$ cat config.mk
export PLATFORM = sky130hd
export DESIGN_NAME = wsola_ctrl
export DESIGN_NICKNAME = d
export VERILOG_FILES = /design/src/rtl/core/wsola_pkg.sv /design/src/rtl/core/wsola_ctrl.sv
export SDC_FILE = /design/constraint.sdc
export NUM_CORES = 1
export LEC_CHECK = 0
export ABC_AREA = 1
export BUFFER_PORTS_ARGS = -buffer_cell sky130_fd_sc_hd__buf_4
export CAP_MARGIN = 20
export CORE_UTILIZATION = 45
export DETAILED_ROUTE_END_ITERATION = 16
export MAX_ROUTING_LAYER = met4
export PLACE_DENSITY = 0.87
export SLEW_MARGIN = 40
export SYNTH_ARGS = -nofsm -noshare
export SYNTH_HDL_FRONTEND = slang
export SYNTH_SLANG_ARGS = --single-unit
$ cat constraint.sdc
create_clock -name clk -period 1.6 [get_ports clk]
set_input_delay 0.32 -clock clk [delete_from_list [all_inputs] [get_ports clk]]
set_output_delay 0.32 -clock clk [all_outputs]
set_load 0.02 [all_outputs]
$ cat src/rtl/core/wsola_pkg.sv
// ----------------------------------------------------------------------------
// wsola_pkg
// Shared constants, register codes and controller/datapath interface types
// for the two-grain pitch shifter.
// ----------------------------------------------------------------------------
package wsola_pkg;

  localparam int DEPTH    = 8192;
  localparam int ADDR_W   = 13;
  localparam int FRAC_W   = 13;
  localparam int POS_W    = ADDR_W + FRAC_W;
  localparam int SAMPLE_W = 24;
  localparam int CFG_W    = 16;
  localparam int IDX_W    = 2;

  localparam logic [IDX_W-1:0] REG_PITCH = 2'd0;
  localparam logic [IDX_W-1:0] REG_WET   = 2'd1;
  localparam logic [IDX_W-1:0] REG_LEVEL = 2'd2;

  localparam logic [CFG_W-1:0] PITCH_RST  = 16'd4096;
  localparam logic [CFG_W-1:0] WET_RST    = 16'd16384;
  localparam logic [CFG_W-1:0] LEVEL_RST  = 16'd26214;
  localparam logic [CFG_W-1:0] UNITY      = 16'd8192;
  localparam logic [CFG_W-1:0] BYPASS_TOL = 16'd40;
  localparam logic [CFG_W-1:0] RATIO_MIN  = 16'd2048;
  localparam logic [CFG_W-1:0] RATIO_MAX  = 16'd32768;
  localparam logic [CFG_W-1:0] GAIN_MAX   = 16'd32768;

  localparam logic [63:0] PI_Q30 = 64'd3373259426;

  typedef struct packed {
    logic clr_write;
    logic latch_in;
    logic bypass_mul;
    logic write_sample;
    logic grain_read;
    logic interp;
    logic wmul;
    logic grain_upd;
    logic next_grain;
    logic srch_init;
    logic corr_issue;
    logic srch_comp;
    logic srch_end;
    logic mix1;
    logic mix2;
    logic mix3;
    logic load_out;
  } cmd_t;

  typedef struct packed {
    logic clr_last;
    logic bypass;
    logic grain_end;
    logic gsel;
    logic tap_last;
    logic pipe_busy;
    logic cand_last;
  } status_t;

endpackage

$ cat src/rtl/core/wsola_ctrl.sv
// ----------------------------------------------------------------------------
// wsola_ctrl
// Controller: clearing pass, bypass path, per-sample sequencing of both grains, the
// correlation search on grain end, mixing and the output handshake.
// ----------------------------------------------------------------------------
module wsola_ctrl (
  input  logic                clk,
  input  logic                rst,
  input  logic                in_valid,
  output logic                in_ready,
  output logic                out_valid,
  input  logic                out_ready,
  output wsola_pkg::cmd_t     cmd,
  input  wsola_pkg::status_t  status
);
  import wsola_pkg::*;

  localparam logic [4:0] S_CLEAR  = 5'd0;
  localparam logic [4:0] S_IDLE   = 5'd1;
  localparam logic [4:0] S_BYP    = 5'd2;
  localparam logic [4:0] S_WR     = 5'd3;
  localparam logic [4:0] S_GRD    = 5'd4;
  localparam logic [4:0] S_GM1    = 5'd5;
  localparam logic [4:0] S_GM2    = 5'd6;
  localparam logic [4:0] S_GM3    = 5'd7;
  localparam logic [4:0] S_SINIT  = 5'd8;
  localparam logic [4:0] S_SRUN   = 5'd9;
  localparam logic [4:0] S_SDRAIN = 5'd10;
  localparam logic [4:0] S_SCOMP  = 5'd11;
  localparam logic [4:0] S_SEND   = 5'd12;
  localparam logic [4:0] S_MX1    = 5'd13;
  localparam logic [4:0] S_MX2    = 5'd14;
  localparam logic [4:0] S_MX3    = 5'd15;
  localparam logic [4:0] S_FIN    = 5'd16;

  logic [4:0] state, state_next;

  assign in_ready = (state == S_IDLE);

  always_comb begin
    cmd        = '0;
    state_next = state;
    unique case (state)
      S_CLEAR: begin
        cmd.clr_write = 1'b1;
        if (status.clr_last) state_next = S_IDLE;
      end
      S_IDLE: begin
        if (in_valid) begin
          cmd.latch_in = 1'b1;
          state_next   = status.bypass ? S_BYP : S_WR;
        end
      end
      S_BYP: begin
        cmd.bypass_mul = 1'b1;
        state_next     = S_FIN;
      end
      S_WR: begin
        cmd.write_sample = 1'b1;
        state_next       = S_GRD;
      end
      S_GRD: begin
        cmd.grain_read = 1'b1;
        state_next     = S_GM1;
      end
      S_GM1: begin
        cmd.interp = 1'b1;
        state_next = S_GM2;
      end
      S_GM2: begin
        cmd.wmul   = 1'b1;
        state_next = S_GM3;
      end
      S_GM3: begin
        cmd.grain_upd = 1'b1;
        if (status.grain_end) begin
          state_next = S_SINIT;
        end else if (!status.gsel) begin
          cmd.next_grain = 1'b1;
          state_next     = S_GRD;
        end else begin
          state_next = S_MX1;
        end
      end
      S_SINIT: begin
        cmd.srch_init = 1'b1;
        state_next    = S_SRUN;
      end
      S_SRUN: begin
        cmd.corr_issue = 1'b1;
        if (status.tap_last) state_next = S_SDRAIN;
      end
      S_SDRAIN: begin
        if (!status.pipe_busy) state_next = S_SCOMP;
      end
      S_SCOMP: begin
        cmd.srch_comp = 1'b1;
        state_next    = status.cand_last ? S_SEND : S_SRUN;
      end
      S_SEND: begin
        cmd.srch_end = 1'b1;
        if (!status.gsel) begin
          cmd.next_grain = 1'b1;
          state_next     = S_GRD;
        end else begin
          state_next = S_MX1;
        end
      end
      S_MX1: begin
        cmd.mix1   = 1'b1;
        state_next = S_MX2;
      end
      S_MX2: begin
        cmd.mix2   = 1'b1;
        state_next = S_MX3;
      end
      S_MX3: begin
        cmd.mix3   = 1'b1;
        state_next = S_FIN;
      end
      S_FIN: begin
        if (!out_valid || out_ready) begin
          cmd.load_out = 1'b1;
          state_next   = S_IDLE;
        end
      end
      default: state_next = S_CLEAR;
    endcase
  end

  always_ff @(posedge clk) begin
    if (rst) begin
      state     <= S_CLEAR;
      out_valid <= 1'b0;
    end else begin
      state <= state_next;
      if (cmd.load_out) out_valid <= 1'b1;
      else if (out_ready) out_valid <= 1'b0;
    end
  end

`ifndef NO_ASSERTIONS
  a_no_overwrite: assert property (@(posedge clk) disable iff (rst)
    cmd.load_out |-> (!out_valid || out_ready))
    else $error("result register overwritten before its transaction");

  a_score_settled: assert property (@(posedge clk) disable iff (rst)
    cmd.srch_comp |-> !status.pipe_busy)
    else $error("candidate compared before its sum settled");
`endif

endmodule

==> key figures, run 1 <==
Status
  • Status: complete, but fails checks
  • Violated checks: negative setup slack

STA
  • Slew headroom: 76.11%
  • Clock Skews: 0.3559 ps
  • Fin. max-slew vios: 0
  • Setup Viol. Count Final: 5
  • Slew @ Worst Pin: 357.1 ps
  • Final hold vios: 0
  • RSZ-0062 raised after global routing: true
  • Final worst slack: -116.8 ps
  • Peak Freq: 582.5 MHz
  • Min cycle time layout: 1717 ps
  • Tcrit/Tclk final: 107.3%
  • Setup TNS Final: -193.3 ps

Power and ir drop
  • Clock share of power: 12.0%
  • Sequential share of power: 18.8%
  • Sw frac: 49.89%
  • IR drop worst, VDD: 810.3 uV
  • Sw Pwr: 0.0006594 W
  • Combinational share of power: 69.1%
  • Cell Pwr Density: 1094 mW/mm^2
  • Cell Int Power: 0.0006623 W
  • Static leakage: 0.6140 nW

Worst setup path
  • CP Launch Type: register
  • CP required: 1280 ps
  • CP Data Arrival Time: 1400 ps
  • FF-to-FF setup slack: 110 ps
  • Crit. End Element: output pin
  • CP startpoint: state[0]
  • Critical Path Fanout Max: 6
  • Crit Reg-Reg Startpoint: state[1]
  • Reg2reg end: state[1]
  • Crit Path Category: register to output pin
  • Worst-case reg-to-reg path depth: 8

GRT
  • Gr usage total: 31.68%
  • First-pass GRT wire length: 3270 um
  • GRT overflow: 0
  • Largest net degree at the start of global routing: 8
  • Initial antenna violation count: 0
  • Number of global-route vias before repair: 759

Yosys
  • Cell variety after synth: 24
  • Syn Std Cell Area: 676.9 um^2
  • YS warnings: 0
  • Sequential-to-total area share from yosys stat: 17.74%
  • Post-synthesis cell count: 107
  • Syn Nets: 118
  • Number of synthesized register bits: 6
  • Avg Inst Size Synth: 6.326 um^2

Routing
  • Final wirelength: 3163 um
  • Routed length per instance: 18.28 um
  • Post-route ant nets: 0
  • Post-DR vias/cell: 5.803
  • DRC: 0
  • Via count: 1004
  • Pre-Repair DR Iteration Count: 4
  • Detailed Route Iter0 Violations: 37

Clocking
  • Hold_buf cts: 0
  • H-Tree Depth: 1
  • CTS tree: built
  • Clock Latency Late Sink: 260 ps
  • Num CTS Buffers: 3
  • Clock sinks: 6
  • Worst-path clk slew: 50 ps
  • Root buffer cell: clkbuf_4
  • Clock Path Buffers: 2

Floorplan
  • DIE HEIGHT: 40.79 um
  • Initial Util: 50.14%
  • Core area: 0.001350 mm^2
  • Die area: 0.001663 mm^2
  • I/O pin count: 30
  • Num rows: 13
  • Die X: 40.79 um

Placed design
  • RD Place Congestion: 0.9417
  • Hpwl dp: 1543 um
  • Place WS: 48.43 ps
  • Placed Cells: 153
  • DP Area: 928.4 um^2
  • Port bufs: 29

Final layout
  • Final net count: 171
  • Post-route cell area: 0.001209 mm^2
  • Finished Layout Cells: 173
  • Fillers: 59
  • ANT cells: 0
  • Area Growth Syn to Fin: 78.56%
  • Share of cells above drive strength 1: 63.92%

Job
  • Maximum capacitance violations: 0

Worst hold path
  • Hold Path Class: input port to register
  • Worst hold path startpoint: rst
  • Cell depth of the worst hold path: 2
  • Hold EP: state[0]
-- cell families after synthesis --
kind of cell    Yosys count  share of synthesized area [%]
simple gates             69                          57.49
buf+inv                  22                          13.86
compound gates           10                          10.91
flops                     6                          17.75
-- metrics by stage --
stage	hold WS [ps]	total power, W	utilization (%)
detailed placement	543.1	0.0008198	68.77
finish	269.5	0.001322	89.53
global placement	541.8	0.0008052	68.77
CTS	263.2	0.001121	78.78
floorplan	382.4	0.0006399	-
global route	274.2	0.001376	89.53
-- critical path, stage by stage (launching register included) --
cell     delay [ps]
dfxtp_4         380
nor2_4          220
nand2_4          80
nor2_4          120
inv_2            70
nor2_4          110
buf_6           140
-- layout make-up --
cell class	instances	area, um^2	area share, %
Timing Repair Buffer	50	390.4	32.30
Sequential cell	6	136.4	11.28
Clock buffer	3	22.52	1.863
Tap cell	15	18.77	1.553
Multi-Input combinational cell	79	556.8	46.07
Inverter	20	83.83	6.936
-- worst max-delay path by stage --
stage | end | cells past startpoint
global route | cmd[0] | 6
CTS | cmd[0] | 6
finish | cmd[0] | 6
detailed placement | cmd[8] | 5
floorplan | cmd[8] | 4
global placement | cmd[15] | 5
-- power groups by stage --
| stage | sequential (W) | combinational (W) | clock, W |
|---|---|---|---|
| detailed placement | 0.000237 | 0.000583 | 0 |
| global placement | 0.000235 | 0.000570 | 0 |
| finish | 0.000249 | 0.000914 | 0.000159 |
| global route | 0.000249 | 0.000963 | 0.000163 |
| CTS | 0.000242 | 0.000721 | 0.000158 |
| floorplan | 0.000216 | 0.000423 | 0 |
-- flip-flops by register name, indices dropped and copies added (netlist names) --
| name | flops |
|---|---|
| state | 5 |
| out_valid | 1 |
-- Yosys cell counts --
library cell | number | area (um^2)
a211oi_1 | 1 | 7.510
a21oi_1 | 3 | 15.01
a21oi_2 | 2 | 17.52
a41oi_2 | 1 | 16.27
buf_2 | 1 | 5.000
clkbuf_8 | 1 | 13.76
clkinv_1 | 1 | 3.750
dfxtp_1 | 6 | 120.1
inv_1 | 14 | 52.55
inv_2 | 5 | 18.77
nand2_1 | 14 | 52.55
nand2_2 | 6 | 37.54
nand2_4 | 1 | 11.26
nand3_1 | 10 | 50.05
nand3_2 | 1 | 10.01
nand3_4 | 1 | 17.52
nand4_1 | 3 | 18.77
nand4_2 | 2 | 25.02
nor2_1 | 20 | 75.07
nor2_2 | 4 | 25.02
nor2_4 | 5 | 56.30
nor3_1 | 2 | 10.01
o21ai_0 | 2 | 10.01
o21bai_1 | 1 | 7.510
-- cell usage in the layout, fill, tap and decap left out, types with 2 or more instances in the layout --
master    Yosys  routed
dfxtp_4       0       4
nand2_1      14      12
inv_4         0       2
nor2_4        5      12
nor2_2        4       3
o21ai_0       2       2
buf_4         0      46
inv_2         5       5
buf_6         0       4
nand2_2       6       4
inv_1        14      12
clkbuf_4      0       3
nand4_1       3       3
nand3_1      10       8
nand2_4       1       5
nand3_2       1       3
nand4_2       2       2
a21oi_1       3       2
nor2_1       20      14
a21oi_2       2       3
-- what timing repair did --
action / in CTS / in global routing
cloned: 0 / 0
pin swaps: 4 / 10
resized for setup: 20 / 20
endpoints found under the setup margin: 18 / 14
setup buffers: 8 / 9
-- per-layer routing --
layer / global-route usage, % / routed length [um] / up-vias
li1: - / - / 442
met1: 36.04 / 1209 / 476
met2: 55.47 / 1518 / 66
met3: 2.174 / 278 / 20
met4: 15.00 / 156 / 0
met5: - / 0 / -
Note: power is estimated with default switching activity, not from simulation.
==> run 2: changes to the inputs <==
--- a/config.mk
+++ b/config.mk
@@ -5,13 +5,12 @@
 export SDC_FILE = /design/constraint.sdc
 export NUM_CORES = 1
 export LEC_CHECK = 0
-export ABC_AREA = 1
 export BUFFER_PORTS_ARGS = -buffer_cell sky130_fd_sc_hd__buf_4
 export CAP_MARGIN = 20
-export CORE_UTILIZATION = 45
+export CORE_UTILIZATION = 44
 export DETAILED_ROUTE_END_ITERATION = 16
 export MAX_ROUTING_LAYER = met4
-export PLACE_DENSITY = 0.87
+export PLACE_DENSITY = 0.88
 export SLEW_MARGIN = 40
 export SYNTH_ARGS = -nofsm -noshare
 export SYNTH_HDL_FRONTEND = slang
==> constraint.sdc (replaced) <==
create_clock -name clk -period 1.85 [get_ports clk]
set_input_delay 0.37 -clock clk [delete_from_list [all_inputs] [get_ports clk]]
set_output_delay 0.37 -clock clk [all_outputs]
set_load 0.02 [all_outputs]
==> key figures, run 2 <==
Status
  • Status: finished, final reports clean (was complete, but fails checks)

Yosys
  • Post-synthesis cell count: 88 (was 107)
  • Syn Std Cell Area: 596.8 um^2 (was 676.9 um^2)
  • Async set-reset flop share out of synthesis: 0% (unchanged)
  • Area fraction of the dominant cell type after synthesis: 20.13% (was 17.74%)
  • Cell variety after synth: 35 (was 24)
  • Number of synthesized register bits: 6 (unchanged)
  • YS warnings: 0 (unchanged)
  • Avg Inst Size Synth: 6.782 um^2 (was 6.326 um^2)
  • Syn Nets: 99 (was 118)
  • Sequential-to-total area share from yosys stat: 20.13% (was 17.74%)
  • Count leader, synth: nor2_1 (unchanged)
  • Synth Flop Type: dfxtp_1 (unchanged)
  • Synth cell count leaders: nor2_1, a21oi_1, dfxtp_1, nand2_1, nand2b_1 (was nor2_1, inv_1, nand2_1)
  • Number of synthesized flops with an enable pin: 0 (unchanged)
  • Post-synth top area cell: dfxtp_1 (unchanged)
  • Largest cells by area after synthesis: dfxtp_1, nor2_1, nand2b_1, a21oi_1, nand2_1 (was dfxtp_1, nor2_1, nor2_4, inv_1, nand2_1)

GRT
  • Initial antenna violation count: 0 (unchanged)
  • GRT overflow: 0 (unchanged)
  • First-pass GRT wire length: 2601 um (was 3270 um)
  • Gr usage total: 25.98% (was 31.68%)
  • Number of global-route vias before repair: 616 (was 759)
  • Largest net degree at the start of global routing: 13 (was 8)

STA
  • Fin. max-slew vios: 0 (unchanged)
  • Final hold vios: 0 (unchanged)
  • Slew @ Worst Pin: 332.2 ps (was 357.1 ps)
  • Min cycle time layout: 1786 ps
  • Slew headroom: 77.85% (was 76.11%)
  • Peak Freq: 560.0 MHz
  • Clock Skews: 6.842 ps (was 0.3559 ps)
  • Tcrit/Tclk final: 96.52%
  • Final worst slack: 64.30 ps (was -116.8 ps)
  • Setup Viol. Count Final: 0 (was 5)
  • Setup TNS Final: 0 ps (was -193.3 ps)

Worst setup path
  • Buffers and inverters on the worst path: 2 (unchanged)
  • CP Data Arrival Time: 1420 ps (was 1400 ps)
  • Critical Path, Cell by Cell: buf_4 > or3_4 > nor2_1 > buf_4 (was nor2_4 > nand2_4 > nor2_4 > inv_2 > nor2_4 > buf_6)
  • CP Launch Type: register (unchanged)
  • Family with the most delay on the worst path: simple AND/OR/NAND/NOR gates (unchanged)
  • Worst path slowest cell: or3_4 (was dfxtp_4)
  • Max incr delay on CP: 400 ps (was 380 ps)
  • Crit. End Element: output pin (unchanged)
  • Crit Path Category: register to output pin (unchanged)
  • Critical Path Fanout Max: 10 (was 6)
  • CP required: 1480 ps (was 1280 ps)
  • Crit Reg-Reg Startpoint: state[0] (was state[1])
  • CP dominant cell by count: buf_4 (was nor2_4)
  • CP startpoint: state[4] (was state[0])

Routing
  • Detailed Route Iter0 Violations: 25 (was 37)
  • Pre-Repair DR Iteration Count: 4 (unchanged)
  • Final wirelength: 1816 um (was 3163 um)
  • Post-DR vias/cell: 5.645 (was 5.803)
  • Via count: 779 (was 1004)
  • DRC: 0 (unchanged)
  • Routed length per instance: 13.16 um (was 18.28 um)
  • Post-route ant nets: 0 (unchanged)

Final layout
  • Reg with most FFs: state (unchanged)
  • Fillers: 85 (was 59)
  • Area Growth Syn to Fin: 54.93% (was 78.56%)
  • Top Registers: state x5, out_valid x1 (unchanged)
  • Number of flip-flops in the largest register: 5 (unchanged)
  • Most frequent cells in the layout: buf_4, nor2_1, nand2_1, a21oi_1, nand2b_1 (was buf_4, nor2_1, inv_1, nor2_4, nand2_1)
  • Share of cells above drive strength 1: 42.74% (was 63.92%)
  • Final net count: 137 (was 171)
  • Leading cell type in the layout, fill and taps excluded: buf_4 (unchanged)
  • Post-route cell area: 924.6 um^2 (was 0.001209 mm^2)
  • Register area: 127.6 um^2 (was 136.4 um^2)
  • ANT cells: 0 (unchanged)
  • Finished Layout Cells: 138 (was 173)
  • Footprint of the multi-input gates: 452.9 um^2 (was 556.8 um^2)

Power and ir drop
  • Cell Pwr Density: 727.4 mW/mm^2 (was 1094 mW/mm^2)
  • IR drop worst, VDD: 504.8 uV (was 810.3 uV)
  • Static leakage: 0.4253 nW (was 0.6140 nW)
  • Final total power: 0.0006726 W (was 0.001322 W)

Placed design
  • Port bufs: 29 (unchanged)
  • RD Place Congestion: 0.8658 (was 0.9417)
  • DP Area: 852.1 um^2 (was 928.4 um^2)
  • Hpwl dp: 1312 um (was 1543 um)
  • Place WS: 117.6 ps (was 48.43 ps)
  • Placed Cells: 132 (was 153)

Worst hold path
  • Hold Path Class: input port to register (unchanged)
  • Worst hold path startpoint: rst (unchanged)

Clocking
  • Num CTS Buffers: 3 (unchanged)
  • Clock sinks: 6 (unchanged)
  • Clock Latency Late Sink: 250 ps (was 260 ps)
  • CTS tree: built (unchanged)
  • Worst-path clk slew: 50 ps (about the same)
  • H-Tree Depth: 1 (unchanged)
  • Hold_buf cts: 0 (unchanged)
  • Root buffer cell: clkbuf_4 (unchanged)
  • Clock Path Buffers: 2 (unchanged)

Floorplan
  • Initial Util: 50.32% (was 50.14%)
  • Die area: 0.001508 mm^2 (was 0.001663 mm^2)
  • I/O pin count: 30 (unchanged)
  • Core area: 0.001186 mm^2 (was 0.001350 mm^2)
  • DIE HEIGHT: 38.83 um (was 40.79 um)
  • Num rows: 12 (was 13)
  • Die X: 38.83 um (was 40.79 um)

Job
  • Maximum capacitance violations: 0 (unchanged)
==> run 2: worst register-to-register path, cell delays in order, from the launching register on <==
cell	delay, ps
dfxtp_4	390
or3b_4	420
or3_4	400
a211oi_2	190
a41o_1	110
==> run 2: through the flow <==
| stage | hold WS, ps | util [%] |
|---|---|---|
| 2_1_floorplan | 439.1 | - |
| 3_3_place_gp | 536.8 | 71.84 |
| 3_5_place_dp | 543.1 | 71.84 |
| 4_1_cts | 344.9 | 74.16 |
| 5_1_grt | 340.1 | 77.95 |
| 6_report | 338.6 | 77.95 |
==> run 2: metal layers <==
metal  track usage, %  up-vias  part of all wire (%)  wire [um]
met5                -        -                     0          0
met4                0        0                     0          0
met3            10.40        0                   9.7        177
met2            45.42       48                    49        885
met1            29.62      345                    41        752
li1                 -      386                     -          -
==> run 2: cells by family after synthesis <==
group	count (synthesis)	share of synthesized area, %
XOR/XNOR	1	1.468
AND/OR/NAND/NOR	52	48.43
multiplexers	1	1.677
buffers and inverters	9	7.337
flip-flops	6	20.13
AO/OA/AOI/OAI	19	20.97
==> run 2: final cells by class <==
type / count / area share (%)
Clock buffer: 3 / 2.436
Timing Repair Buffer: 39 / 31.66
Inverter: 3 / 1.218
Sequential cell: 6 / 13.80
Tap cell: 14 / 1.894
Multi-Input combinational cell: 73 / 48.99
==> run 2: repair_timing <==
action	4_1_cts	5_1_grt
resized for setup	4	6
buffers inserted	0	3
endpoints found under the setup margin	7	7
==> run 2: report_power, final <==
group | switching, W | internal [W]
Sequential | 0.0000270 | 0.000148
Combinational | 0.000183 | 0.000194
Clock | 0.0000469 | 0.0000733
==> run 2: worst paths after layout <==
path                    end  slack [ps]  cells past startpoint
setup / recovery     cmd[7]          60                      4
hold / removal     state[1]         340                      2
setup reg to reg   state[0]         280                      4
hold reg to reg   out_valid         550                      2
